## config.mk

```make
export PLATFORM = sky130hd
export DESIGN_NAME = swmm_cell
export DESIGN_NICKNAME = d
export VERILOG_FILES = /design/src/swmm_pkg.sv /design/src/swmm_cell.sv
export SDC_FILE = /design/constraint.sdc
export NUM_CORES = 1
export LEC_CHECK = 0
export BUFFER_PORTS_ARGS = -buffer_cell sky130_fd_sc_hd__buf_4
export CAP_MARGIN = 40
export CORE_MARGIN = 2
export CORE_UTILIZATION = 40
export CTS_CLUSTER_SIZE = 14
export DETAILED_ROUTE_END_ITERATION = 10
export PLACE_DENSITY = 0.68
export SYNTH_ARGS = -nofsm -noshare
export SYNTH_HDL_FRONTEND = slang
export SYNTH_SLANG_ARGS = --single-unit
```

## constraint.sdc

```tcl
create_clock -name clk -period 3.1 [get_ports clk]
set_input_delay 0.31 -clock clk [delete_from_list [all_inputs] [get_ports clk]]
set_output_delay 0.31 -clock clk [all_outputs]
set_load 0.03 [all_outputs]
```

## src/swmm_pkg.sv

```systemverilog
// swmm_pkg: shared types, sizes and helpers for the sliding window min/max core
// no dependencies; imported by every module of the core

package swmm_pkg;

	localparam int MAX_WINDOW = 64;
	localparam int SAMPLE_W   = 32;
	localparam int WLEN_W     = 7;
	localparam int SEEN_W     = $clog2(MAX_WINDOW + 1);
	localparam int NUM_CELLS  = MAX_WINDOW - 1;
	localparam int CELL_IDX_W = (NUM_CELLS > 1) ? $clog2(NUM_CELLS) : 1;

	// apb register map
	localparam int APB_DATA_W = 32;
	localparam int APB_ADDR_W = 3;
	localparam int REG_IDX_W  = APB_ADDR_W - 2;
	localparam logic [REG_IDX_W-1:0] REG_WINDOW_LENGTH = '0;

	// running extremes over the newest samples
	typedef struct packed {
		logic signed [SAMPLE_W-1:0] hi;
		logic signed [SAMPLE_W-1:0] lo;
	} minmax_t;

	// fold one new sample into a min/max pair
	function automatic minmax_t mm_merge(input logic signed [SAMPLE_W-1:0] s,
		input minmax_t m);
		minmax_t r;
		r.lo = (s < m.lo) ? s : m.lo;
		r.hi = (m.hi < s) ? s : m.hi;
		return r;
	endfunction

endpackage

```

## src/swmm_cell.sv

```systemverilog
// swmm_cell: one cell of the running min/max chain
// depends on swmm_pkg; cell k holds min/max of the newest k+1 samples

module swmm_cell (
	input  logic                                  clk,
	input  logic                                  shift,
	input  logic signed [swmm_pkg::SAMPLE_W-1:0]  sample,
	input  swmm_pkg::minmax_t                     prev,
	output swmm_pkg::minmax_t                     cur
);
	import swmm_pkg::*;

	minmax_t cur_q;

	// payload only, no reset needed
	always_ff @(posedge clk) begin
		if (shift) begin
			cur_q <= mm_merge(sample, prev);
		end
	end

	assign cur = cur_q;

endmodule

```

==> report_table.html, run 1 <==
<table>
<tr><th>Metric</th><th>Value</th></tr>
<tr><th colspan="2">Routing</th></tr>
<tr><td>Per-cell via count in the routed design</td><td>4.87</td></tr>
<tr><td>Initial DRC count</td><td>92</td></tr>
<tr><td>Count of unresolved DRC violations after routing</td><td>0</td></tr>
<tr><td>Detail-routed net length per standard cell</td><td>15.5 um</td></tr>
<tr><td>Total number of vias</td><td>3271</td></tr>
<tr><td>Total wire length after detailed routing</td><td>10400 um</td></tr>
<tr><td>Number of nets with antenna violations after routing</td><td>0</td></tr>
<tr><td>Number of iterations in the first detailed-routing pass</td><td>4</td></tr>
<tr><th colspan="2">Setup path</th></tr>
<tr><td>Arrival time at the worst endpoint</td><td>2.79 ns</td></tr>
<tr><td>Setup crit end</td><td>cur[41]$_DFFE_PP_</td></tr>
<tr><td>Required time of the worst setup path</td><td>3.19 ns</td></tr>
<tr><td>Critical path class</td><td>in2reg</td></tr>
<tr><td>Gate family responsible for the most delay along the worst path</td><td>compound AO/OA/AOI/OAI gates</td></tr>
<tr><td>Largest stage delay, worst path</td><td>0.46 ns</td></tr>
<tr><td>Worst setup path startpoint</td><td>sample[2]</td></tr>
<tr><td>Nature of the critical path startpoint</td><td>primary input</td></tr>
<tr><td>Crit path cell chain</td><td>buf_4, inv_1, ha_1, a211o_1, a31oi_1, o31ai_1, a2111o_1, a21oi_2, xnor2_4, buf_12, mux2_4</td></tr>
<tr><td>Slowest stage cell on the critical path</td><td>sky130_fd_sc_hd__a2111o_1</td></tr>
<tr><td>Worst Setup End Kind</td><td>flop</td></tr>
<tr><td>Logic depth of the worst path, buffers included</td><td>11</td></tr>
<tr><td>Worst-path fanout max</td><td>19</td></tr>
<tr><td>Total buffers and inverters traversed by the critical path</td><td>3</td></tr>
<tr><th colspan="2">Layout</th></tr>
<tr><td>Flip-flop count of the largest register after layout</td><td>64</td></tr>
<tr><td>Cell Count, Final, Fillers Out</td><td>671</td></tr>
<tr><td>Share of final-layout standard cells stronger than drive strength 1</td><td>0.411</td></tr>
<tr><td>Final #Nets</td><td>687</td></tr>
<tr><td>Fill cell instance count of the final layout</td><td>979</td></tr>
<tr><td>Final cell utilization of the core</td><td>0.554</td></tr>
<tr><td>N_diodes</td><td>0</td></tr>
<tr><td>Total area of multi-input combinational cells</td><td>2130 um2</td></tr>
<tr><td>Area Growth Syn to Fin</td><td>36.6%</td></tr>
<tr><td>Register area</td><td>1920 um2</td></tr>
<tr><th colspan="2">Timing</th></tr>
<tr><td>Fin Setup TNS</td><td>0 ns</td></tr>
<tr><td>Count of endpoints failing setup in the final report</td><td>0</td></tr>
<tr><td>Top achievable clock speed</td><td>0.370 GHz</td></tr>
<tr><td>Unrepaired setup endpoints after global routing</td><td>no</td></tr>
<tr><td>Pins over their slew limit</td><td>0</td></tr>
<tr><td>Relative max-transition margin</td><td>0.434</td></tr>
<tr><td>Shortest clock period the worst path allows after layout</td><td>2.71 ns</td></tr>
<tr><td>Post-route clock period utilization</td><td>0.873</td></tr>
<tr><td>Number of hold-slack violations in the final timing report</td><td>0</td></tr>
<tr><td>Hold Slack</td><td>0.280 ns</td></tr>
<tr><td>Slew at the pin closest to its max-slew limit</td><td>0.849 ns</td></tr>
<tr><th colspan="2">Clock network</th></tr>
<tr><td>Number of buffers on the longest clock path</td><td>2</td></tr>
<tr><td>Post-CTS clock slew at the launch and capture registers of the worst setup and hold paths</td><td>0.07 ns</td></tr>
<tr><td>Number of buffers added by the clock tree synthesis step</td><td>9</td></tr>
<tr><td>CTS tree</td><td>built</td></tr>
<tr><td>Number of hold buffers added after CTS</td><td>0</td></tr>
<tr><td>Setup fix buffers added after clock tree synthesis</td><td>0</td></tr>
<tr><td>Maximum level of the CTS H-tree</td><td>3</td></tr>
<tr><td>Post-CTS resize count</td><td>0</td></tr>
<tr><td>Clock Sink Count</td><td>64</td></tr>
<tr><td>Root buffer selected by CTS</td><td>sky130_fd_sc_hd__clkbuf_8</td></tr>
<tr><th colspan="2">Synthesis</th></tr>
<tr><td>Count of flip-flops with a built-in enable after synthesis</td><td>64</td></tr>
<tr><td>Mean Syn Cell Area</td><td>12.3 um2</td></tr>
<tr><td>Portion of synthesized cell area occupied by the leading cell type</td><td>0.441</td></tr>
<tr><td>Most numerous cell types in the synthesized netlist</td><td>sky130_fd_sc_hd__edfxtp_1 (64), sky130_fd_sc_hd__inv_1 (64), sky130_fd_sc_hd__ha_1 (62)</td></tr>
<tr><td>Number of nets in the synthesized netlist</td><td>514</td></tr>
<tr><td>Sequential cell area fraction in the yosys report</td><td>0.441</td></tr>
<tr><td>Most frequently used flop master after synthesis</td><td>sky130_fd_sc_hd__edfxtp_1</td></tr>
<tr><td>Synth Instances</td><td>354</td></tr>
<tr><td>Yosys warning total</td><td>0</td></tr>
<tr><td>Flip-flop and latch count after synthesis</td><td>64</td></tr>
<tr><td>Total standard cell area after synthesis</td><td>4360 um2</td></tr>
<tr><td>Post-synth ARST share</td><td>0</td></tr>
<tr><td>Largest cells by area after synthesis</td><td>sky130_fd_sc_hd__edfxtp_1 (44%), sky130_fd_sc_hd__ha_1 (18%), sky130_fd_sc_hd__mux2_4 (10%), sky130_fd_sc_hd__mux2i_1 (7.1%), sky130_fd_sc_hd__inv_1 (5.5%)</td></tr>
<tr><td>Dominant cell type by area after synthesis</td><td>sky130_fd_sc_hd__edfxtp_1</td></tr>
<tr><td>Number of distinct library cells after synthesis</td><td>36</td></tr>
<tr><th colspan="2">GRT</th></tr>
<tr><td>Total Routing Usage GR</td><td>0.182</td></tr>
<tr><td>Wire length of the first global-routing pass</td><td>16300 um</td></tr>
<tr><td>Largest net degree at the start of global routing</td><td>65</td></tr>
<tr><td>Initial antenna violation count</td><td>0</td></tr>
<tr><td>Global route overflow</td><td>0</td></tr>
<tr><td>Vias in the first global route</td><td>3459</td></tr>
<tr><th colspan="2">Power</th></tr>
<tr><td>Share of power burned in registers</td><td>0.396</td></tr>
<tr><td>Cell internal power dissipation</td><td>0.00195 W</td></tr>
<tr><td>Portion of total power attributed to combinational logic</td><td>0.365</td></tr>
<tr><td>Sw Ratio</td><td>0.317</td></tr>
<tr><td>Switch Pwr</td><td>0.000901 W</td></tr>
<tr><td>Post-layout power</td><td>0.00285 W</td></tr>
<tr><td>IR Drop Worst-Case VDD</td><td>0.263 mV</td></tr>
<tr><td>Relative contribution of the clock network to total power</td><td>0.239</td></tr>
<tr><td>Total leakage power</td><td>3.05 nW</td></tr>
<tr><td>P per Cell Area</td><td>478 nW/um2</td></tr>
<tr><th colspan="2">Run</th></tr>
<tr><td>Count of maximum capacitance violations</td><td>0</td></tr>
<tr><th colspan="2">Status</th></tr>
<tr><td>Outcome</td><td>finished, final reports clean</td></tr>
<tr><th colspan="2">Floorplan</th></tr>
<tr><td>Num rows</td><td>38</td></tr>
<tr><td>Floorplan die height</td><td>108 um</td></tr>
<tr><td>Core Area</td><td>10700 um2</td></tr>
<tr><td>Area enclosed by the die boundary</td><td>11700 um2</td></tr>
<tr><td>Top-level I/O count</td><td>162</td></tr>
<tr><td>Starting Density</td><td>0.406</td></tr>
<tr><td>Die boundary width</td><td>108 um</td></tr>
<tr><th colspan="2">Placement</th></tr>
<tr><td>Count of buffers inserted at the top-level ports</td><td>161</td></tr>
<tr><td>Placer's final routability congestion estimate</td><td>0.848</td></tr>
<tr><td>Detailed Place HPWL</td><td>8260 um</td></tr>
<tr><td>Placed instance count</td><td>656</td></tr>
<tr><th colspan="2">Min path</th></tr>
<tr><td>Tightest Hold Check Type</td><td>in2reg</td></tr>
</table>
[per-stage QoR]
| step | instance area (um2) | setup WS (ns) |
|---|---|---|
| 2_1_floorplan | 4360 | 0.403 |
| 3_3_place_gp | 5780 | 0.0671 |
| 3_5_place_dp | 5780 | 0.0402 |
| 4_1_cts | 5950 | 0.405 |
| 5_1_grt | 5950 | 0.300 |
| 6_report | 5950 | 0.394 |
[routing by layer]
| layer | GRT usage | vias to the layer above | routed length [um] |
|---|---|---|---|
| li1 | - | 1636 | - |
| met1 | 0.220 | 1505 | 4540 |
| met2 | 0.314 | 119 | 5030 |
| met3 | 0.0561 | 11 | 733 |
| met4 | 0.0485 | 0 | 82 |
| met5 | 0 | - | 0 |
[worst min path at each step]
stage	endpoint	slack (ns)	startpoint	cells after the start
floorplan	cur[0]$_DFFE_PP_	0.42	shift	0
finish	cur[45]$_DFFE_PP_	0.28	prev[45]	2
CTS	cur[50]$_DFFE_PP_	0.26	prev[50]	2
global placement	cur[63]$_DFFE_PP_	0.60	prev[63]	3
detailed placement	cur[63]$_DFFE_PP_	0.62	prev[63]	3
global route	cur[36]$_DFFE_PP_	0.26	prev[36]	2
[power by group through the flow]
| stage | Sequential, W | Combinational (W) | Clock [W] |
|---|---|---|---|
| floorplan | 0.00136 | 0.000423 | 0 |
| global placement | 0.00114 | 0.00104 | 0 |
| detailed placement | 0.00114 | 0.00105 | 0 |
| CTS | 0.00113 | 0.00105 | 0.000698 |
| global route | 0.00114 | 0.00112 | 0.000737 |
| finish | 0.00113 | 0.00104 | 0.000680 |
[cell type report]
type | instances | share of cell area
Multi-Input combinational cell | 219 | 0.358
Sequential cell | 64 | 0.323
Timing Repair Buffer | 169 | 0.219
Inverter | 64 | 0.0404
Tap cell | 140 | 0.0294
Clock buffer | 10 | 0.0214
Clock inverter | 5 | 0.00820
[placed cells by master (no fill, tap or decap), types with 2 or more instances in the layout]
| master | n |
|---|---|
| sky130_fd_sc_hd__buf_4 | 166 |
| sky130_fd_sc_hd__inv_1 | 64 |
| sky130_fd_sc_hd__edfxtp_1 | 64 |
| sky130_fd_sc_hd__ha_1 | 62 |
| sky130_fd_sc_hd__mux2i_1 | 31 |
| sky130_fd_sc_hd__mux2_4 | 30 |
| sky130_fd_sc_hd__a21oi_1 | 20 |
| sky130_fd_sc_hd__nand2_1 | 15 |
| sky130_fd_sc_hd__clkbuf_8 | 9 |
| sky130_fd_sc_hd__nand4_1 | 8 |
| sky130_fd_sc_hd__nor2_1 | 7 |
| sky130_fd_sc_hd__a21o_1 | 5 |
| sky130_fd_sc_hd__nand3_1 | 5 |
| sky130_fd_sc_hd__o21ai_0 | 4 |
| sky130_fd_sc_hd__o21a_1 | 3 |
| sky130_fd_sc_hd__mux2_2 | 3 |
| sky130_fd_sc_hd__clkinv_2 | 3 |
| sky130_fd_sc_hd__buf_12 | 3 |
| sky130_fd_sc_hd__and4_1 | 2 |
| sky130_fd_sc_hd__nand2b_1 | 2 |
| sky130_fd_sc_hd__a211o_1 | 2 |
| sky130_fd_sc_hd__a21oi_2 | 2 |
| sky130_fd_sc_hd__a221oi_1 | 2 |
| sky130_fd_sc_hd__o21ai_1 | 2 |
[logic make-up (layout without fill, tap and decap cells)]
kind of cell	Yosys count	count (layout)	synth area share
adders and majority gates	62	62	0.178
and+or+nand+nor	43	43	0.0497
xor gates and xnor gates	1	1	0.00373
DFF	64	64	0.441
muxes	64	64	0.182
buffers and inverters	71	248	0.0723
AOI/OAI and AO/OA	49	49	0.0732
No activity file was read; power rests on OpenSTA's default activity.
==> run 2, diff against run 1 <==
--- a/config.mk
+++ b/config.mk
@@ -7,7 +7,7 @@
 export LEC_CHECK = 0
 export BUFFER_PORTS_ARGS = -buffer_cell sky130_fd_sc_hd__buf_4
 export CAP_MARGIN = 40
-export CORE_MARGIN = 2
+export CORE_MARGIN = 5
 export CORE_UTILIZATION = 40
 export CTS_CLUSTER_SIZE = 14
 export DETAILED_ROUTE_END_ITERATION = 10
==> run 2 against run 1 <==
  * Total power decreased by 0.10%
  * Flip-flop and latch count unchanged
  * Count of clock-buffer cells in the layout decreased by 1
  * Combinational power about the same
  * First-iteration DRC count increased by 24%
  * Global-route usage decreased by 1.5 points
  * Non-clock buffer count increased by 1
  * Critical endpoint is now cur[32]$_DFFE_PP_
==> report_table.html, run 2 (synthesized netlist as in run 1, its figures left out) <==
<table>
<tr><th>Metric</th><th>Value</th></tr>
<tr><th colspan="2">Routing</th></tr>
<tr><td>Total number of vias</td><td>3263</td></tr>
<tr><td>Initial DRC count</td><td>114</td></tr>
<tr><td>Detail-routed net length per standard cell</td><td>16.2 um</td></tr>
<tr><td>Number of iterations in the first detailed-routing pass</td><td>4</td></tr>
<tr><td>Count of unresolved DRC violations after routing</td><td>0</td></tr>
<tr><td>Per-cell via count in the routed design</td><td>4.86</td></tr>
<tr><td>Number of nets with antenna violations after routing</td><td>0</td></tr>
<tr><td>Total wire length after detailed routing</td><td>10900 um</td></tr>
<tr><th colspan="2">Timing</th></tr>
<tr><td>Fin Setup TNS</td><td>0 ns</td></tr>
<tr><td>Slew at the pin closest to its max-slew limit</td><td>0.834 ns</td></tr>
<tr><td>Relative max-transition margin</td><td>0.444</td></tr>
<tr><td>Number of hold-slack violations in the final timing report</td><td>0</td></tr>
<tr><td>Shortest clock period the worst path allows after layout</td><td>2.71 ns</td></tr>
<tr><td>Top achievable clock speed</td><td>0.368 GHz</td></tr>
<tr><td>Pins over their slew limit</td><td>0</td></tr>
<tr><td>Post-route clock period utilization</td><td>0.876</td></tr>
<tr><td>Unrepaired setup endpoints after global routing</td><td>no</td></tr>
<tr><td>Count of endpoints failing setup in the final report</td><td>0</td></tr>
<tr><th colspan="2">Min path</th></tr>
<tr><td>Tightest Hold Check Type</td><td>in2reg</td></tr>
<tr><th colspan="2">Power</th></tr>
<tr><td>P per Cell Area</td><td>477 nW/um2</td></tr>
<tr><td>IR Drop Worst-Case VDD</td><td>0.223 mV</td></tr>
<tr><td>Total leakage power</td><td>3.05 nW</td></tr>
<tr><th colspan="2">Floorplan</th></tr>
<tr><td>Floorplan die height</td><td>114 um</td></tr>
<tr><td>Num rows</td><td>38</td></tr>
<tr><td>Die boundary width</td><td>114 um</td></tr>
<tr><td>Area enclosed by the die boundary</td><td>13100 um2</td></tr>
<tr><td>Core Area</td><td>10700 um2</td></tr>
<tr><td>Starting Density</td><td>0.406</td></tr>
<tr><td>Top-level I/O count</td><td>162</td></tr>
<tr><th colspan="2">Setup path</th></tr>
<tr><td>Slowest stage cell on the critical path</td><td>sky130_fd_sc_hd__a2111o_1</td></tr>
<tr><td>Worst Setup End Kind</td><td>flop</td></tr>
<tr><td>Setup crit end</td><td>cur[32]$_DFFE_PP_</td></tr>
<tr><td>Worst-path fanout max</td><td>12</td></tr>
<tr><td>Crit path cell chain</td><td>buf_4, inv_1, ha_1, a211o_1, a31oi_1, o31ai_1, a2111o_1, a21oi_2, xnor2_4, buf_12, mux2_2</td></tr>
<tr><td>Critical path class</td><td>in2reg</td></tr>
<tr><td>Largest stage delay, worst path</td><td>0.47 ns</td></tr>
<tr><td>Worst setup path startpoint</td><td>sample[2]</td></tr>
<tr><td>Arrival time at the worst endpoint</td><td>2.81 ns</td></tr>
<tr><td>Required time of the worst setup path</td><td>3.19 ns</td></tr>
<tr><td>Nature of the critical path startpoint</td><td>primary input</td></tr>
<tr><th colspan="2">GRT</th></tr>
<tr><td>Largest net degree at the start of global routing</td><td>65</td></tr>
<tr><td>Layer with the highest usage after global routing</td><td>met2</td></tr>
<tr><td>Wire length of the first global-routing pass</td><td>16900 um</td></tr>
<tr><td>Global route overflow</td><td>0</td></tr>
<tr><td>Initial antenna violation count</td><td>0</td></tr>
<tr><td>Met1 usage in global routing</td><td>0.198</td></tr>
<tr><td>Total Routing Usage GR</td><td>0.167</td></tr>
<tr><td>Global routing met3 resource utilization</td><td>0.0476</td></tr>
<tr><td>Routing usage on met2</td><td>0.286</td></tr>
<tr><td>Vias in the first global route</td><td>3511</td></tr>
<tr><th colspan="2">Layout</th></tr>
<tr><td>Register area</td><td>1920 um2</td></tr>
<tr><td>Final #Nets</td><td>688</td></tr>
<tr><td>N_diodes</td><td>0</td></tr>
<tr><td>Total area of multi-input combinational cells</td><td>2130 um2</td></tr>
<tr><td>Fill cell instance count of the final layout</td><td>971</td></tr>
<tr><td>Commonest cells after routing, fill and taps aside</td><td>sky130_fd_sc_hd__buf_4 (167), sky130_fd_sc_hd__inv_1 (64), sky130_fd_sc_hd__edfxtp_1 (64)</td></tr>
<tr><td>Share of final-layout standard cells stronger than drive strength 1</td><td>0.410</td></tr>
<tr><td>Post-route standard cell area excluding fillers</td><td>5960 um2</td></tr>
<tr><td>Commonest non-fill, non-tap cell in the layout</td><td>sky130_fd_sc_hd__buf_4</td></tr>
<tr><td>Area Growth Syn to Fin</td><td>36.7%</td></tr>
<tr><td>Flip-flop count of the largest register after layout</td><td>64</td></tr>
<tr><th colspan="2">Clock network</th></tr>
<tr><td>Post-CTS clock slew at the launch and capture registers of the worst setup and hold paths</td><td>0.07 ns</td></tr>
<tr><td>Root buffer selected by CTS</td><td>sky130_fd_sc_hd__clkbuf_8</td></tr>
<tr><td>Setup fix buffers added after clock tree synthesis</td><td>0</td></tr>
<tr><td>Number of buffers added by the clock tree synthesis step</td><td>9</td></tr>
<tr><td>CTS tree</td><td>built</td></tr>
<tr><td>Clock Sink Count</td><td>64</td></tr>
<tr><td>Number of buffers on the longest clock path</td><td>2</td></tr>
<tr><td>Number of hold buffers added after CTS</td><td>0</td></tr>
<tr><td>Maximum level of the CTS H-tree</td><td>3</td></tr>
<tr><td>Post-CTS resize count</td><td>0</td></tr>
<tr><th colspan="2">Placement</th></tr>
<tr><td>Post-DP Area</td><td>5780 um2</td></tr>
<tr><td>Placer's final routability congestion estimate</td><td>0.851</td></tr>
<tr><td>Count of buffers inserted at the top-level ports</td><td>161</td></tr>
<tr><td>Detailed Place HPWL</td><td>8850 um</td></tr>
<tr><th colspan="2">Status</th></tr>
<tr><td>Outcome</td><td>finished, final reports clean</td></tr>
<tr><th colspan="2">Run</th></tr>
<tr><td>Count of maximum capacitance violations</td><td>0</td></tr>
</table>
[run 2: cell types whose count changed in the layout (fill, tap and decap cells not counted)]
| cell | delta |
|---|---|
| sky130_fd_sc_hd__clkinv_1 | +2 |
| sky130_fd_sc_hd__clkinv_2 | -1 |
| sky130_fd_sc_hd__clkbuf_1 | -1 |
| sky130_fd_sc_hd__buf_4 | +1 |
[run 2: worst min path at each step]
| stage | endpoint | slack [ns] | from | depth (start not counted) |
|---|---|---|---|---|
| 2_1_floorplan | cur[0]$_DFFE_PP_ | 0.42 | shift | 0 |
| 3_5_place_dp | cur[63]$_DFFE_PP_ | 0.62 | prev[63] | 3 |
| 6_report | cur[53]$_DFFE_PP_ | 0.27 | prev[53] | 2 |
| 5_1_grt | cur[58]$_DFFE_PP_ | 0.27 | prev[58] | 2 |
| 3_3_place_gp | cur[63]$_DFFE_PP_ | 0.62 | prev[63] | 3 |
| 4_1_cts | cur[63]$_DFFE_PP_ | 0.25 | prev[63] | 3 |
[run 2: critical path: cells and delay by family]
kind / cells / cell delay (ns)
multiplexers: 1 / 0.35
XOR/XNOR: 1 / 0.19
AO/OA/AOI/OAI: 5 / 1.31
buffers and inverters: 3 / 0.35
adder cells (fa/ha/maj): 1 / 0.30
[run 2: power breakdown]
part | switching [W] | leakage [nW] | internal (W)
Clock | 0.000318 | 0.0914 | 0.000356
Sequential | 0.0000347 | 0.626 | 0.00109
Combinational | 0.000549 | 2.33 | 0.000493
[run 2: cell type report]
class | count | share of cell area
clock buffer | 9 | 0.0208
clock inverter | 6 | 0.00861
inverter | 64 | 0.0403
multi-input combinational | 219 | 0.358
sequential | 64 | 0.322
tap | 140 | 0.0294
timing repair buffer | 170 | 0.220
[run 2: layer usage]
layer | vias to the layer above | wire (um)
met2 | 115 | 5300
met1 | 1499 | 4440
met4 | 0 | 184
li1 | 1635 | -
met3 | 14 | 950
met5 | - | 0
[run 2: metrics by stage]
stage / hold WS [ns] / total power (W) / util / worst slack [ns] / std cells
6_report: 0.275 / 0.00284 / 0.555 / 0.386 / 672
3_3_place_gp: 0.616 / 0.00219 / 0.538 / 0.0329 / 657
5_1_grt: 0.269 / 0.00299 / 0.555 / 0.272 / 672
4_1_cts: 0.252 / 0.00288 / 0.555 / 0.396 / 672
3_5_place_dp: 0.618 / 0.00220 / 0.538 / 0.0348 / 657
2_1_floorplan: 0.422 / 0.00179 / - / 0.403 / 354
